File: config.mk
export PLATFORM = sky130hd
export DESIGN_NAME = least_loaded_task_assigner_flat
export DESIGN_NICKNAME = d
export VERILOG_FILES = /design/src/rtl/llta_pkg.sv /design/src/rtl/llta_if.sv /design/src/rtl/llta_front.sv /design/src/rtl/llta_back.sv /design/src/rtl/least_loaded_task_assigner.sv /design/src/flat_wrapper.sv
export SDC_FILE = /design/constraint.sdc
export NUM_CORES = 2
export LEC_CHECK = 0
export BUFFER_PORTS_ARGS = -buffer_cell sky130_fd_sc_hd__buf_2
export CAP_MARGIN = 0
export CELL_PAD_IN_SITES_DETAIL_PLACEMENT = 0
export CELL_PAD_IN_SITES_GLOBAL_PLACEMENT = 1
export CORE_ASPECT_RATIO = 0.6
export CORE_MARGIN = 3
export CORE_UTILIZATION = 51
export CTS_BUF_LIST = sky130_fd_sc_hd__clkbuf_8
export CTS_CLUSTER_DIAMETER = 40
export CTS_CLUSTER_SIZE = 25
export DETAILED_ROUTE_END_ITERATION = 10
export HOLD_SLACK_MARGIN = 0.05
export PLACE_DENSITY = 0.88
export SLEW_MARGIN = 20
export SYNTH_ARGS = -nofsm -noshare
export SYNTH_HDL_FRONTEND = slang
export SYNTH_SLANG_ARGS = --single-unit
File: constraint.sdc
create_clock -name i_clk -period 20.7 [get_ports i_clk]
set_clock_uncertainty 0.2 [all_clocks]
set_input_delay 1.035 -clock i_clk [delete_from_list [all_inputs] [get_ports i_clk]]
set_output_delay 1.035 -clock i_clk [all_outputs]
set_load 0.01 [all_outputs]
File: src/rtl/llta_pkg.sv
// llta_pkg: shared constants for the least loaded task assigner.
// No dependencies; used by the interfaces and every rtl module.
package llta_pkg;

    // default parameter values for the top level
    localparam int DEF_MAX_WORKERS   = 16;
    localparam int DEF_DURATION_BITS = 16;
    localparam int DEF_LOAD_BITS     = 24;

    // fixed field widths
    localparam int CFG_W          = 5;   // workers_in_use register
    localparam int WORKER_FIELD_W = 4;   // chosen_worker result field

    // configuration port
    localparam int APB_DATA_W = 32;
    localparam int APB_ADDR_W = 3;

    // register index, taken from paddr[2] (word address)
    typedef enum logic {
        REG_WORKERS_IN_USE = 1'b0,
        REG_UNUSED         = 1'b1
    } t_reg_idx;

    localparam logic [CFG_W-1:0] WORKERS_RESET = 5'd2;

    // front-to-back task queue
    localparam int QUEUE_DEPTH = 2;
    localparam int QUEUE_PTR_W = 1;
    localparam int QUEUE_CNT_W = 2;

endpackage

File: src/rtl/llta_if.sv
// llta_if: valid/ready channel interfaces for tasks and results.
// Depends on llta_pkg for default widths.

interface llta_task_if #(
    parameter int DURATION_BITS = llta_pkg::DEF_DURATION_BITS
);
    logic                     valid;
    logic                     ready;
    logic [DURATION_BITS-1:0] duration;
    logic                     last_of_job;

    modport source (output valid, duration, last_of_job, input ready);
    modport sink   (input valid, duration, last_of_job, output ready);
endinterface

interface llta_result_if #(
    parameter int LOAD_BITS = llta_pkg::DEF_LOAD_BITS
);
    logic                                  valid;
    logic                                  ready;
    logic [llta_pkg::WORKER_FIELD_W-1:0]   chosen_worker;
    logic [LOAD_BITS-1:0]                  worker_finish;
    logic [LOAD_BITS-1:0]                  makespan;
    logic                                  overflow;

    modport source (output valid, chosen_worker, worker_finish, makespan, overflow,
                    input ready);
    modport sink   (input valid, chosen_worker, worker_finish, makespan, overflow,
                    output ready);
endinterface

File: src/rtl/llta_front.sv
// llta_front: accepts task items into a short queue ahead of the scheduler.
// Depends on llta_pkg (queue depth and pointer widths).
module llta_front #(
    parameter int DURATION_BITS = llta_pkg::DEF_DURATION_BITS
) (
    input  logic                     i_clk,
    input  logic                     i_rst_n,
    input  logic                     i_valid,
    output logic                     o_ready,
    input  logic [DURATION_BITS-1:0] i_duration,
    input  logic                     i_last,
    output logic                     o_q_valid,
    output logic [DURATION_BITS-1:0] o_q_duration,
    output logic                     o_q_last,
    input  logic                     i_q_pop
);

    logic [DURATION_BITS-1:0] r_dur  [llta_pkg::QUEUE_DEPTH];
    logic                     r_last [llta_pkg::QUEUE_DEPTH];
    logic [llta_pkg::QUEUE_PTR_W-1:0] r_wr_ptr, r_rd_ptr;
    logic [llta_pkg::QUEUE_CNT_W-1:0] r_count, n_count;
    logic push;

    assign o_ready      = (r_count != llta_pkg::QUEUE_CNT_W'(llta_pkg::QUEUE_DEPTH));
    assign push         = i_valid && o_ready;
    assign o_q_valid    = (r_count != '0);
    assign o_q_duration = r_dur[r_rd_ptr];
    assign o_q_last     = r_last[r_rd_ptr];

    always_comb begin
        n_count = r_count;
        if (push && !i_q_pop) begin
            n_count = r_count + 1'b1;
        end else if (!push && i_q_pop) begin
            n_count = r_count - 1'b1;
        end
    end

    always_ff @(posedge i_clk) begin
        if (!i_rst_n) begin
            r_wr_ptr <= '0;
            r_rd_ptr <= '0;
            r_count  <= '0;
        end else begin
            r_count <= n_count;
            if (push) begin
                r_wr_ptr <= r_wr_ptr + 1'b1;
            end
            if (i_q_pop) begin
                r_rd_ptr <= r_rd_ptr + 1'b1;
            end
        end
    end

    // payload storage, no reset
    always_ff @(posedge i_clk) begin
        if (push) begin
            r_dur[r_wr_ptr]  <= i_duration;
            r_last[r_wr_ptr] <= i_last;
        end
    end

endmodule

File: src/rtl/llta_back.sv
// llta_back: per-worker load table, least-load choice, saturating add and
// makespan, with a registered result stage. Depends on llta_pkg.
module llta_back #(
    parameter int MAX_WORKERS   = llta_pkg::DEF_MAX_WORKERS,
    parameter int DURATION_BITS = llta_pkg::DEF_DURATION_BITS,
    parameter int LOAD_BITS     = llta_pkg::DEF_LOAD_BITS
) (
    input  logic                                i_clk,
    input  logic                                i_rst_n,
    input  logic [llta_pkg::CFG_W-1:0]          i_workers,
    input  logic                                i_q_valid,
    input  logic [DURATION_BITS-1:0]            i_q_duration,
    input  logic                                i_q_last,
    output logic                                o_q_pop,
    output logic                                o_valid,
    input  logic                                i_ready,
    output logic [llta_pkg::WORKER_FIELD_W-1:0] o_chosen_worker,
    output logic [LOAD_BITS-1:0]                o_worker_finish,
    output logic [LOAD_BITS-1:0]                o_makespan,
    output logic                                o_overflow
);

    localparam int IDX_W  = (MAX_WORKERS > 1) ? $clog2(MAX_WORKERS) : 1;
    localparam int NLEAF  = 1 << IDX_W;
    localparam int SUM_W  = ((LOAD_BITS > DURATION_BITS) ? LOAD_BITS : DURATION_BITS) + 1;
    localparam int WF_W   = llta_pkg::WORKER_FIELD_W;

    logic [LOAD_BITS-1:0] r_load [MAX_WORKERS];

    // comparison tree: level 0 holds the leaves, level IDX_W the root
    logic [LOAD_BITS-1:0] t_min [IDX_W+1][NLEAF];
    logic [IDX_W-1:0]     t_idx [IDX_W+1][NLEAF];
    logic                 t_ok  [IDX_W+1][NLEAF];
    logic [LOAD_BITS-1:0] t_max [IDX_W+1][NLEAF];

    logic [IDX_W-1:0]        best;
    logic [SUM_W-1:0]        sum;
    logic                    ovf;
    logic [LOAD_BITS-1:0]    new_load;
    logic [LOAD_BITS-1:0]    span;
    logic [IDX_W+WF_W-1:0]   best_wide;
    logic                    any_load;

    always_comb begin
        for (int i = 0; i < NLEAF; i++) begin
            if (i < MAX_WORKERS) begin
                t_min[0][i] = r_load[i];
                // worker 0 always takes tasks, even with a zero count
                t_ok[0][i]  = (i == 0) || (i < int'(i_workers));
            end else begin
                t_min[0][i] = '0;
                t_ok[0][i]  = 1'b0;
            end
            t_idx[0][i] = IDX_W'(i);
            t_max[0][i] = t_ok[0][i] ? t_min[0][i] : '0;
        end
        for (int k = 1; k <= IDX_W; k++) begin
            for (int j = 0; j < NLEAF; j++) begin
                t_min[k][j] = '0;
                t_idx[k][j] = '0;
                t_ok[k][j]  = 1'b0;
                t_max[k][j] = '0;
            end
            for (int j = 0; j < NLEAF / 2; j++) begin
                // right side wins only when strictly smaller: lowest index on a tie
                if (t_ok[k-1][2*j+1] &&
                    (!t_ok[k-1][2*j] || (t_min[k-1][2*j+1] < t_min[k-1][2*j]))) begin
                    t_min[k][j] = t_min[k-1][2*j+1];
                    t_idx[k][j] = t_idx[k-1][2*j+1];
                end else begin
                    t_min[k][j] = t_min[k-1][2*j];
                    t_idx[k][j] = t_idx[k-1][2*j];
                end
                t_ok[k][j]  = t_ok[k-1][2*j] || t_ok[k-1][2*j+1];
                t_max[k][j] = (t_max[k-1][2*j+1] > t_max[k-1][2*j]) ?
                              t_max[k-1][2*j+1] : t_max[k-1][2*j];
            end
        end
    end

    assign best     = t_idx[IDX_W][0];
    assign sum      = SUM_W'(t_min[IDX_W][0]) + SUM_W'(i_q_duration);
    assign ovf      = |sum[SUM_W-1:LOAD_BITS];
    assign new_load = ovf ? {LOAD_BITS{1'b1}} : sum[LOAD_BITS-1:0];
    // loads only grow, so the new makespan is the old one or the new load
    assign span     = (new_load > t_max[IDX_W][0]) ? new_load : t_max[IDX_W][0];
    assign best_wide = {{WF_W{1'b0}}, best};

    assign o_q_pop = i_q_valid && (!o_valid || i_ready);

    always_ff @(posedge i_clk) begin
        if (!i_rst_n) begin
            o_valid <= 1'b0;
            for (int w = 0; w < MAX_WORKERS; w++) begin
                r_load[w] <= '0;
            end
        end else begin
            if (o_q_pop) begin
                o_valid <= 1'b1;
                for (int w = 0; w < MAX_WORKERS; w++) begin
                    if (i_q_last) begin
                        r_load[w] <= '0;
                    end else if (IDX_W'(w) == best) begin
                        r_load[w] <= new_load;
                    end
                end
            end else if (i_ready) begin
                o_valid <= 1'b0;
            end
        end
    end

    // result payload, no reset
    always_ff @(posedge i_clk) begin
        if (o_q_pop) begin
            o_chosen_worker <= best_wide[WF_W-1:0];
            o_worker_finish <= new_load;
            o_makespan      <= span;
            o_overflow      <= ovf;
        end
    end

    always_comb begin
        any_load = 1'b0;
        for (int w = 0; w < MAX_WORKERS; w++) begin
            any_load = any_load || (r_load[w] != '0);
        end
    end

    a_clear_on_last: assert property (@(posedge i_clk) disable iff (!i_rst_n)
        (o_q_pop && i_q_last) |=> !any_load)
        else $error("loads not cleared after last task of job");

    a_ovf_saturates: assert property (@(posedge i_clk) disable iff (!i_rst_n)
        (o_valid && o_overflow) |-> (o_worker_finish == {LOAD_BITS{1'b1}}))
        else $error("overflow without saturated load");

    a_span_covers: assert property (@(posedge i_clk) disable iff (!i_rst_n)
        o_valid |-> (o_makespan >= o_worker_finish))
        else $error("makespan below chosen worker finish");

    a_load_grows: assert property (@(posedge i_clk) disable iff (!i_rst_n)
        (o_q_pop && !i_q_last) |=> (o_worker_finish >= $past(t_min[IDX_W][0])))
        else $error("chosen load decreased");

endmodule

File: src/rtl/least_loaded_task_assigner.sv
// least_loaded_task_assigner: a task item passes the task queue and then the
// scheduler's result register from task accept to result valid. Throughput
// 1 task per cycle while results are taken: the least-load tree, saturating
// add and makespan resolve combinationally, and the load table updates in place.
// Synchronous active-low reset: all loads zero, workers_in_use = 2, queue empty,
// no result pending. Depends on llta_pkg, llta_if, llta_front, llta_back.
module least_loaded_task_assigner #(
    parameter int MAX_WORKERS   = llta_pkg::DEF_MAX_WORKERS,
    parameter int DURATION_BITS = llta_pkg::DEF_DURATION_BITS,
    parameter int LOAD_BITS     = llta_pkg::DEF_LOAD_BITS
) (
    input  logic                                i_clk,
    input  logic                                i_rst_n,
    // configuration port
    input  logic                                psel,
    input  logic                                penable,
    input  logic                                pwrite,
    input  logic [llta_pkg::APB_ADDR_W-1:0]     paddr,
    input  logic [llta_pkg::APB_DATA_W-1:0]     pwdata,
    output logic [llta_pkg::APB_DATA_W-1:0]     prdata,
    output logic                                pready,
    // channels
    llta_task_if.sink                           i_task,
    llta_result_if.source                       o_result
);

    // ---------------------------------------------------------------
    // Configuration register. One register, workers_in_use, at byte
    // address 0; the word index is paddr[2], byte offset bits ignored.
    // Writes to any other word are dropped. Values 0 and above the
    // worker count are clamped inside the scheduler.
    // ---------------------------------------------------------------
    logic [llta_pkg::CFG_W-1:0] r_workers;
    llta_pkg::t_reg_idx         reg_idx;

    assign reg_idx = llta_pkg::t_reg_idx'(paddr[2]);
    assign pready  = 1'b1;

    always_ff @(posedge i_clk) begin
        if (!i_rst_n) begin
            r_workers <= llta_pkg::WORKERS_RESET;
        end else if (psel && penable && pwrite && pready &&
                     (reg_idx == llta_pkg::REG_WORKERS_IN_USE)) begin
            r_workers <= pwdata[llta_pkg::CFG_W-1:0];
        end
    end

    always_comb begin
        case (reg_idx)
            llta_pkg::REG_WORKERS_IN_USE:
                prdata = {{(llta_pkg::APB_DATA_W - llta_pkg::CFG_W){1'b0}}, r_workers};
            default:
                prdata = '0;
        endcase
    end

    // ---------------------------------------------------------------
    // Front: takes task items into a two-entry queue, so the input
    // side can still take items while a result waits on the output side.
    // ---------------------------------------------------------------
    logic                     q_valid;
    logic [DURATION_BITS-1:0] q_duration;
    logic                     q_last;
    logic                     q_pop;

    llta_front #(
        .DURATION_BITS (DURATION_BITS)
    ) u_front (
        .i_clk        (i_clk),
        .i_rst_n      (i_rst_n),
        .i_valid      (i_task.valid),
        .o_ready      (i_task.ready),
        .i_duration   (i_task.duration),
        .i_last       (i_task.last_of_job),
        .o_q_valid    (q_valid),
        .o_q_duration (q_duration),
        .o_q_last     (q_last),
        .i_q_pop      (q_pop)
    );

    // ---------------------------------------------------------------
    // Back: picks the least loaded worker in use (lowest index wins a
    // tie), adds the duration with saturation, works out the makespan
    // and registers the result. A last-of-job item clears every load
    // once its result is formed, so the next item sees a fresh job.
    // ---------------------------------------------------------------
    llta_back #(
        .MAX_WORKERS   (MAX_WORKERS),
        .DURATION_BITS (DURATION_BITS),
        .LOAD_BITS     (LOAD_BITS)
    ) u_back (
        .i_clk           (i_clk),
        .i_rst_n         (i_rst_n),
        .i_workers       (r_workers),
        .i_q_valid       (q_valid),
        .i_q_duration    (q_duration),
        .i_q_last        (q_last),
        .o_q_pop         (q_pop),
        .o_valid         (o_result.valid),
        .i_ready         (o_result.ready),
        .o_chosen_worker (o_result.chosen_worker),
        .o_worker_finish (o_result.worker_finish),
        .o_makespan      (o_result.makespan),
        .o_overflow      (o_result.overflow)
    );

endmodule

File: src/flat_wrapper.sv
// flat-port wrapper written by rule: the top's interface ports become plain ports
module least_loaded_task_assigner_flat 
#(
    parameter int MAX_WORKERS   = llta_pkg::DEF_MAX_WORKERS,
    parameter int DURATION_BITS = llta_pkg::DEF_DURATION_BITS,
    parameter int LOAD_BITS     = llta_pkg::DEF_LOAD_BITS
)
  (i_clk, i_rst_n, psel, penable, pwrite, paddr, pwdata, prdata, pready, i_task_valid, i_task_duration, i_task_last_of_job, i_task_ready, o_result_valid, o_result_chosen_worker, o_result_worker_finish, o_result_makespan, o_result_overflow, o_result_ready);
  llta_task_if #(.DURATION_BITS(DURATION_BITS)) i_task_i ();
  llta_result_if #(.LOAD_BITS(LOAD_BITS)) o_result_i ();
  input  logic i_clk;
  input  logic i_rst_n;
  input  logic psel;
  input  logic penable;
  input  logic pwrite;
  input  logic [llta_pkg::APB_ADDR_W-1:0] paddr;
  input  logic [llta_pkg::APB_DATA_W-1:0] pwdata;
  output logic [llta_pkg::APB_DATA_W-1:0] prdata;
  output logic pready;
  input wire logic [$bits(i_task_i.valid)-1:0] i_task_valid;
  input wire logic [$bits(i_task_i.duration)-1:0] i_task_duration;
  input wire logic [$bits(i_task_i.last_of_job)-1:0] i_task_last_of_job;
  output wire logic [$bits(i_task_i.ready)-1:0] i_task_ready;
  output wire logic [$bits(o_result_i.valid)-1:0] o_result_valid;
  output wire logic [$bits(o_result_i.chosen_worker)-1:0] o_result_chosen_worker;
  output wire logic [$bits(o_result_i.worker_finish)-1:0] o_result_worker_finish;
  output wire logic [$bits(o_result_i.makespan)-1:0] o_result_makespan;
  output wire logic [$bits(o_result_i.overflow)-1:0] o_result_overflow;
  input wire logic [$bits(o_result_i.ready)-1:0] o_result_ready;
  assign i_task_i.valid = i_task_valid;
  assign i_task_i.duration = i_task_duration;
  assign i_task_i.last_of_job = i_task_last_of_job;
  assign i_task_ready = i_task_i.ready;
  assign o_result_valid = o_result_i.valid;
  assign o_result_chosen_worker = o_result_i.chosen_worker;
  assign o_result_worker_finish = o_result_i.worker_finish;
  assign o_result_makespan = o_result_i.makespan;
  assign o_result_overflow = o_result_i.overflow;
  assign o_result_i.ready = o_result_ready;
  least_loaded_task_assigner #(.MAX_WORKERS(MAX_WORKERS), .DURATION_BITS(DURATION_BITS), .LOAD_BITS(LOAD_BITS)) u_core (.i_clk(i_clk), .i_rst_n(i_rst_n), .psel(psel), .penable(penable), .pwrite(pwrite), .paddr(paddr), .pwdata(pwdata), .prdata(prdata), .pready(pready), .i_task(i_task_i), .o_result(o_result_i));
endmodule
---- Word level (Yosys, flattened, before mapping) ----
Memory sizes are Yosys's and may differ from the RTL's. A register that Yosys moved wholly into a read port is not among the register bits.
Index checks and enable logic that the tools add are counted.
operators by class
  add/subtract/negate cells ............... 5
  order comparisons ....................... 46
  equality and inequality tests ........... 16
  muxes and demuxes ....................... 190
  bitwise gates (word level) .............. 33
  reductions and logical operators ........ 63
operators with widths
  operator               count
  $mux W24               79
  $gt A24 B24 Y1         16
  $lt A24 B24 Y1         15
  $mux W1                101
  $lt A4 B5 Y1 const A   8
  $eq A4 B4 Y1 const A   8
  $or A1 B1 Y1           32
  $add A24 B16 Y25       1
  $logic_or A1 B1 Y1     23
  $logic_and A1 B1 Y1    22
  $lt A3 B5 Y1 const A   4
  $eq A3 B4 Y1 const A   4
  $logic_not A1 Y1       14
  $mux W2                6
  $lt A2 B5 Y1 const A   2
  $eq A2 B4 Y1 const A   2
  $mux W3                2
  $reduce_bool A2 Y1     3
  $lt A1 B5 Y1 const A   1
  $mux W5                1
  $eq A1 B4 Y1 const A   1
  $logic_not A4 Y1       1
  $mux W4                1
  $add A1 B1 Y1 const B  2
  other kinds (4)        4
storage, ports and cells
  register bits after elaboration ......... 63
  bits in writable memories ............... 418
  output and inout port bits .............. 88
  logic and storage cells ................. 365
  memories ................................ 3
memories
  memory                 depth  width  rd ports  clocked after memory_dff  write ports  RTL line          text
  u_core.u_back.r_load   16     24     16        0                         16           llta_back.sv:28   logic [LOAD_BITS-1:0] r_load [MAX_WORKERS];
  u_core.u_front.r_dur   2      16     1         1                         1            llta_front.sv:18  logic [DURATION_BITS-1:0] r_dur [llta_pkg::QUEUE_DEPTH];
  u_core.u_front.r_last  2      1      1         1                         1            llta_front.sv:19  logic r_last [llta_pkg::QUEUE_DEPTH];

---- Logic depth before layout (Yosys ltp) ----
  word-level depth ........................ 23
  gate-level depth with buffers ........... 86
  mapped depth without buffers ............ 73

---- Modules after synthesis ----
Synthesis repeated with hierarchy kept, for this count alone.
second synthesis, totals
  cells, all modules ...................... 5,373
  area, all modules ....................... 46,920.0 µm²
by module, submodules not included
  module                      times used  cells an instance  area each (µm²)
  llta_back                   1           5,238              44,974.4
  llta_front                  1           77                 1,466.4
  least_loaded_task_assigner  1           58                 479.2

---- Worst setup path before layout ----
Ideal clock, no wire load.
  path kind ............................... reg-to-reg
  from .................................... memory u_core.u_back.r_load[0][83] (netlist name)
  to ...................................... register u_core.u_back.o_makespan[10] (data pin)
  setup time .............................. 278 ps
  arrival time ............................ 16,014 ps
  required time ........................... 20,222 ps
  setup slack ............................. 4,208 ps
  cell stages (with the launch flop) ...... 78
  path through ............................ edfxtp_1 > ha_1 > a21oi_1 > o21ai_1 > a222oi_1 > nand4b_1 > nor2_1 > clkbuf_1 > clkbuf_1 > mux2i_1 > inv_1 > ha_1 > a21oi_1 > nor2_1 > a211oi_1 > o21ai_1 > a211oi_1 > nand3b_1 > [... 42 more ...] > or2_2 > clkbuf_1 > buf_2 > a31oi_4 > buf_2 > inv_1 > ha_1 > o21a_1 > o21a_1 > o21a_1 > o21a_1 > o21ai_0 > nand2b_1 > a21oi_1 > o31a_1 > a21o_1 > clkbuf_1 > mux2i_1
RTL lines
  element                 RTL line          text
  start: declaration      llta_back.sv:28
  end signal: assignment  llta_back.sv:118  o_makespan <= span;
  end: declaration        llta_back.sv:19   output logic [LOAD_BITS-1:0] o_makespan,

==> flow_metrics.py <==
metrics = {
    "clocking": {
        "cts_max_path_buffers": 3,
        "clk_latency_ns": 0.80,
        "cts_tree": "yes",
        "htreeDepth": 3,
        "cts-resized-gates": 0,
        "cts-buffers-inserted": 74,
        "numClockSinks": 482,
        "clkTransAtPathRegs_ns": 0.12,
        "cts_root_buf": "clkbuf_8",
        "hold_buffers": 0,
        "post_cts_buffers": 0,
    },
    "worst_setup_path": {
        "worst_setup_path_start_kind": "flop",
        "arrival_ns": 20.02,
        "crit_top_cell": "o21a_1",
        "cp_slowest_cell": "o31a_1",
        "worstSetupPathType": "flop to flop",
        "critPathMaxFanout": 51,
        "ff2ff_setup_slack_ns": 1.01,
        "r2r-start": "u_core.u_back.r_load[0][239]",
        "slowest_delay_ns": 0.96,
        "required_ns": 21.02,
        "reg2regPathDepth": 69,
        "reg2reg_to": "u_core.u_back.o_makespan[22]",
        "end_kind": "flop",
    },
    "route": {
        "vias": 42075,
        "via_per_inst": 6.27,
        "ant_nets": 0,
        "drtIter0Drc": 6625,
        "firstDrtPassIters": 7,
        "routed_wl_um": 181000,
        "post-route-drc-count": 0,
        "wl_per_cell_um": 26.9,
    },
    "min_path": {
        "min_path_type": "input port to flop",
        "hold_start": "i_task_duration[8]",
        "holdPathEnd": "u_core.u_front.r_dur[0][8]",
        "worstHoldPathCells": 1,
    },
    "grt": {
        "track_usage_pct": 36.4,
        "grt_start_max_net_pins": 55,
        "grt-ovfl-total": 0,
        "grt_pass1_vias": 36918,
        "antenna_found_initial": 3,
        "grt_pass1_wl_um": 257000,
    },
    "layout": {
        "drive_gt1_share_pct": 8.87,
        "nNetsFinal": 6237,
        "mostFrequentLayoutCell": "ha_1",
        "final_util_pct": 56.0,
        "mostFrequentLayoutCells": "ha_1 (746), nand2_1 (597), inv_1 (566)",
        "syn2layout_area_growth_pct": 7.65,
    },
    "floorplan": {
        "initial_core_util_pct": 52.0,
        "die_w_um": 399,
        "die-area_um2": 96300,
        "ios": 147,
        "placementRows": 85,
        "coreArea_um2": 90700,
        "die_h_um": 242,
    },
    "placement": {
        "gp_congestion": 1.04,
        "pre_cts_slack_ns": 1.69,
        "dp_hpwl_um": 144000,
        "port-buffer-count": 89,
    },
    "sta": {
        "grt_setup_unrepaired": "false",
        "tightest_slew_ns": 1.29,
        "tns_ns": 0,
        "relSlewSlack_pct": 13.6,
        "drv_slew": 0,
        "fin_crit_ns": 19.69,
        "setup_viol": 0,
        "max_freq_ghz": 0.0508,
        "hold_viol": 0,
        "setup_ws_ns": 1.01,
        "finalCritPeriodShare_pct": 95.1,
    },
    "logic_synthesis": {
        "netlist_area_um2": 47200,
        "netlist_instances": 5407,
        "synth_edf_count": 471,
        "avgSynthCellArea_um2": 8.73,
        "synth_seq_area_share_pct": 30.4,
        "synth_seq_cells": 482,
        "async_flop_share_pct": 0,
        "synth_top_area_cell": "edfxtp_1",
        "synth_flop_cell": "edfxtp_1",
        "netlist_top_cells_area": "edfxtp_1 (30%), ha_1 (20%), mux2i_1 (7.8%), nand2_1 (4.8%), nor2_1 (4.5%)",
        "synth_cell_types": 109,
        "synth.top_cell.area_share_pct": 30.0,
        "yosys_warnings": 0,
    },
    "job": {
        "max_cap_viol_count": 0,
    },
    "run_status": {
        "status": "finished, final reports clean",
    },
}
[worst max-delay path, delay by kind of cell (launching register included)]
family	cells	cell delay (ns)
fa+ha+maj	6	1.95
mux	2	0.90
simple gates	17	4.98
flops	1	0.47
buf+inv	8	2.36
compound gates	36	8.49
[Yosys cell counts (46+ instances only)]
library cell and n:
ha_1 746, o21ai_0 229, nand2b_1 46, edfxtp_1 471, a21o_1 185, nor3_1 101
and2_1 61, o21a_1 107, buf_2 53, mux2_2 54, a21oi_1 343, nor2_1 565
nand2_1 602, clkbuf_1 162, nand3_1 65, inv_1 561, nor2b_1 66, nand4_1 129
mux2i_1 366
[through the flow]
step	instance area, um^2	instances	hold slack, ns
after CTS	50700	6705	0.169
after global placement	49000	6571	0.318
after detailed placement	49000	6571	0.333
after floorplan	47300	5433	0.291
final	50800	6710	0.212
after global routing	50800	6709	0.163
[logic make-up (layout without fill, tap and decap cells)]
group / count (synthesis) / after routing / synth area share (%)
compound gates: 1184 / 1184 / 16.7
simple gates: 1714 / 1714 / 16.3
buf+inv: 839 / 895 / 7.19
xor+xnor: 15 / 15 / 0.278
fa+ha+maj: 747 / 747 / 19.8
mux: 424 / 424 / 9.19
flops: 482 / 482 / 30.4
other cells: 2 / 31 / 0.0159
[metal layers]
layer / vias up / part of all wire [%] / GRT usage, %
li1: 19366 / - / -
met4: 0 / 1.6 / 5.54
met5: - / 0 / 0
met2: 2626 / 34 / 42.8
met3: 184 / 19 / 19.9
met1: 19899 / 45 / 56.8
[worst max path at each step]
stage                                         to                          from  slack, ns  depth (start not counted)
floorplan           u_core.u_back.o_makespan[10]   u_core.u_back.r_load[0][83]       4.21                         77
global placement     u_core.u_back.o_makespan[0]  u_core.u_back.r_load[0][231]       1.95                         64
detailed placement   u_core.u_back.o_makespan[0]  u_core.u_back.r_load[0][231]       1.69                         68
CTS                  u_core.u_back.o_makespan[0]  u_core.u_back.r_load[0][231]       1.65                         68
global route        u_core.u_back.o_makespan[22]  u_core.u_back.r_load[0][273]       0.42                         67
finish              u_core.u_back.o_makespan[22]  u_core.u_back.r_load[0][239]       1.01                         69
[final cells by class]
type                    count  area, um^2
diodes                      3        7.51
repair buffers            195        1280
multi-input cells        4112       29800
fillers                  8209       39900
well taps                1218        1520
clock buffers              76        1050
flip-flops and latches    482       14400
clock inverters            58         613
inverters                 566        2130
[state kept, by name, indices dropped and copies added (netlist names), named ones only]
| signal | count |
|---|---|
| u_core.u_front.r_wr_ptr | 1 |
| u_core.u_back.o_valid | 1 |
| u_core.u_front.r_count | 2 |
| u_core.u_back.o_overflow | 1 |
| u_core.u_back.o_chosen_worker | 4 |
| u_core.u_back.r_load | 384 |
| u_core.u_front.r_dur | 32 |
| u_core.u_back.o_worker_finish | 24 |
| u_core.u_back.o_makespan | 24 |
| u_core.u_front.r_last | 2 |
| u_core.u_front.r_rd_ptr | 1 |
| u_core.r_workers | 5 |
Power is left out: the tool's default activity adds up to more than one toggle a clock period on the data nets, which glitch-free logic cannot reach.
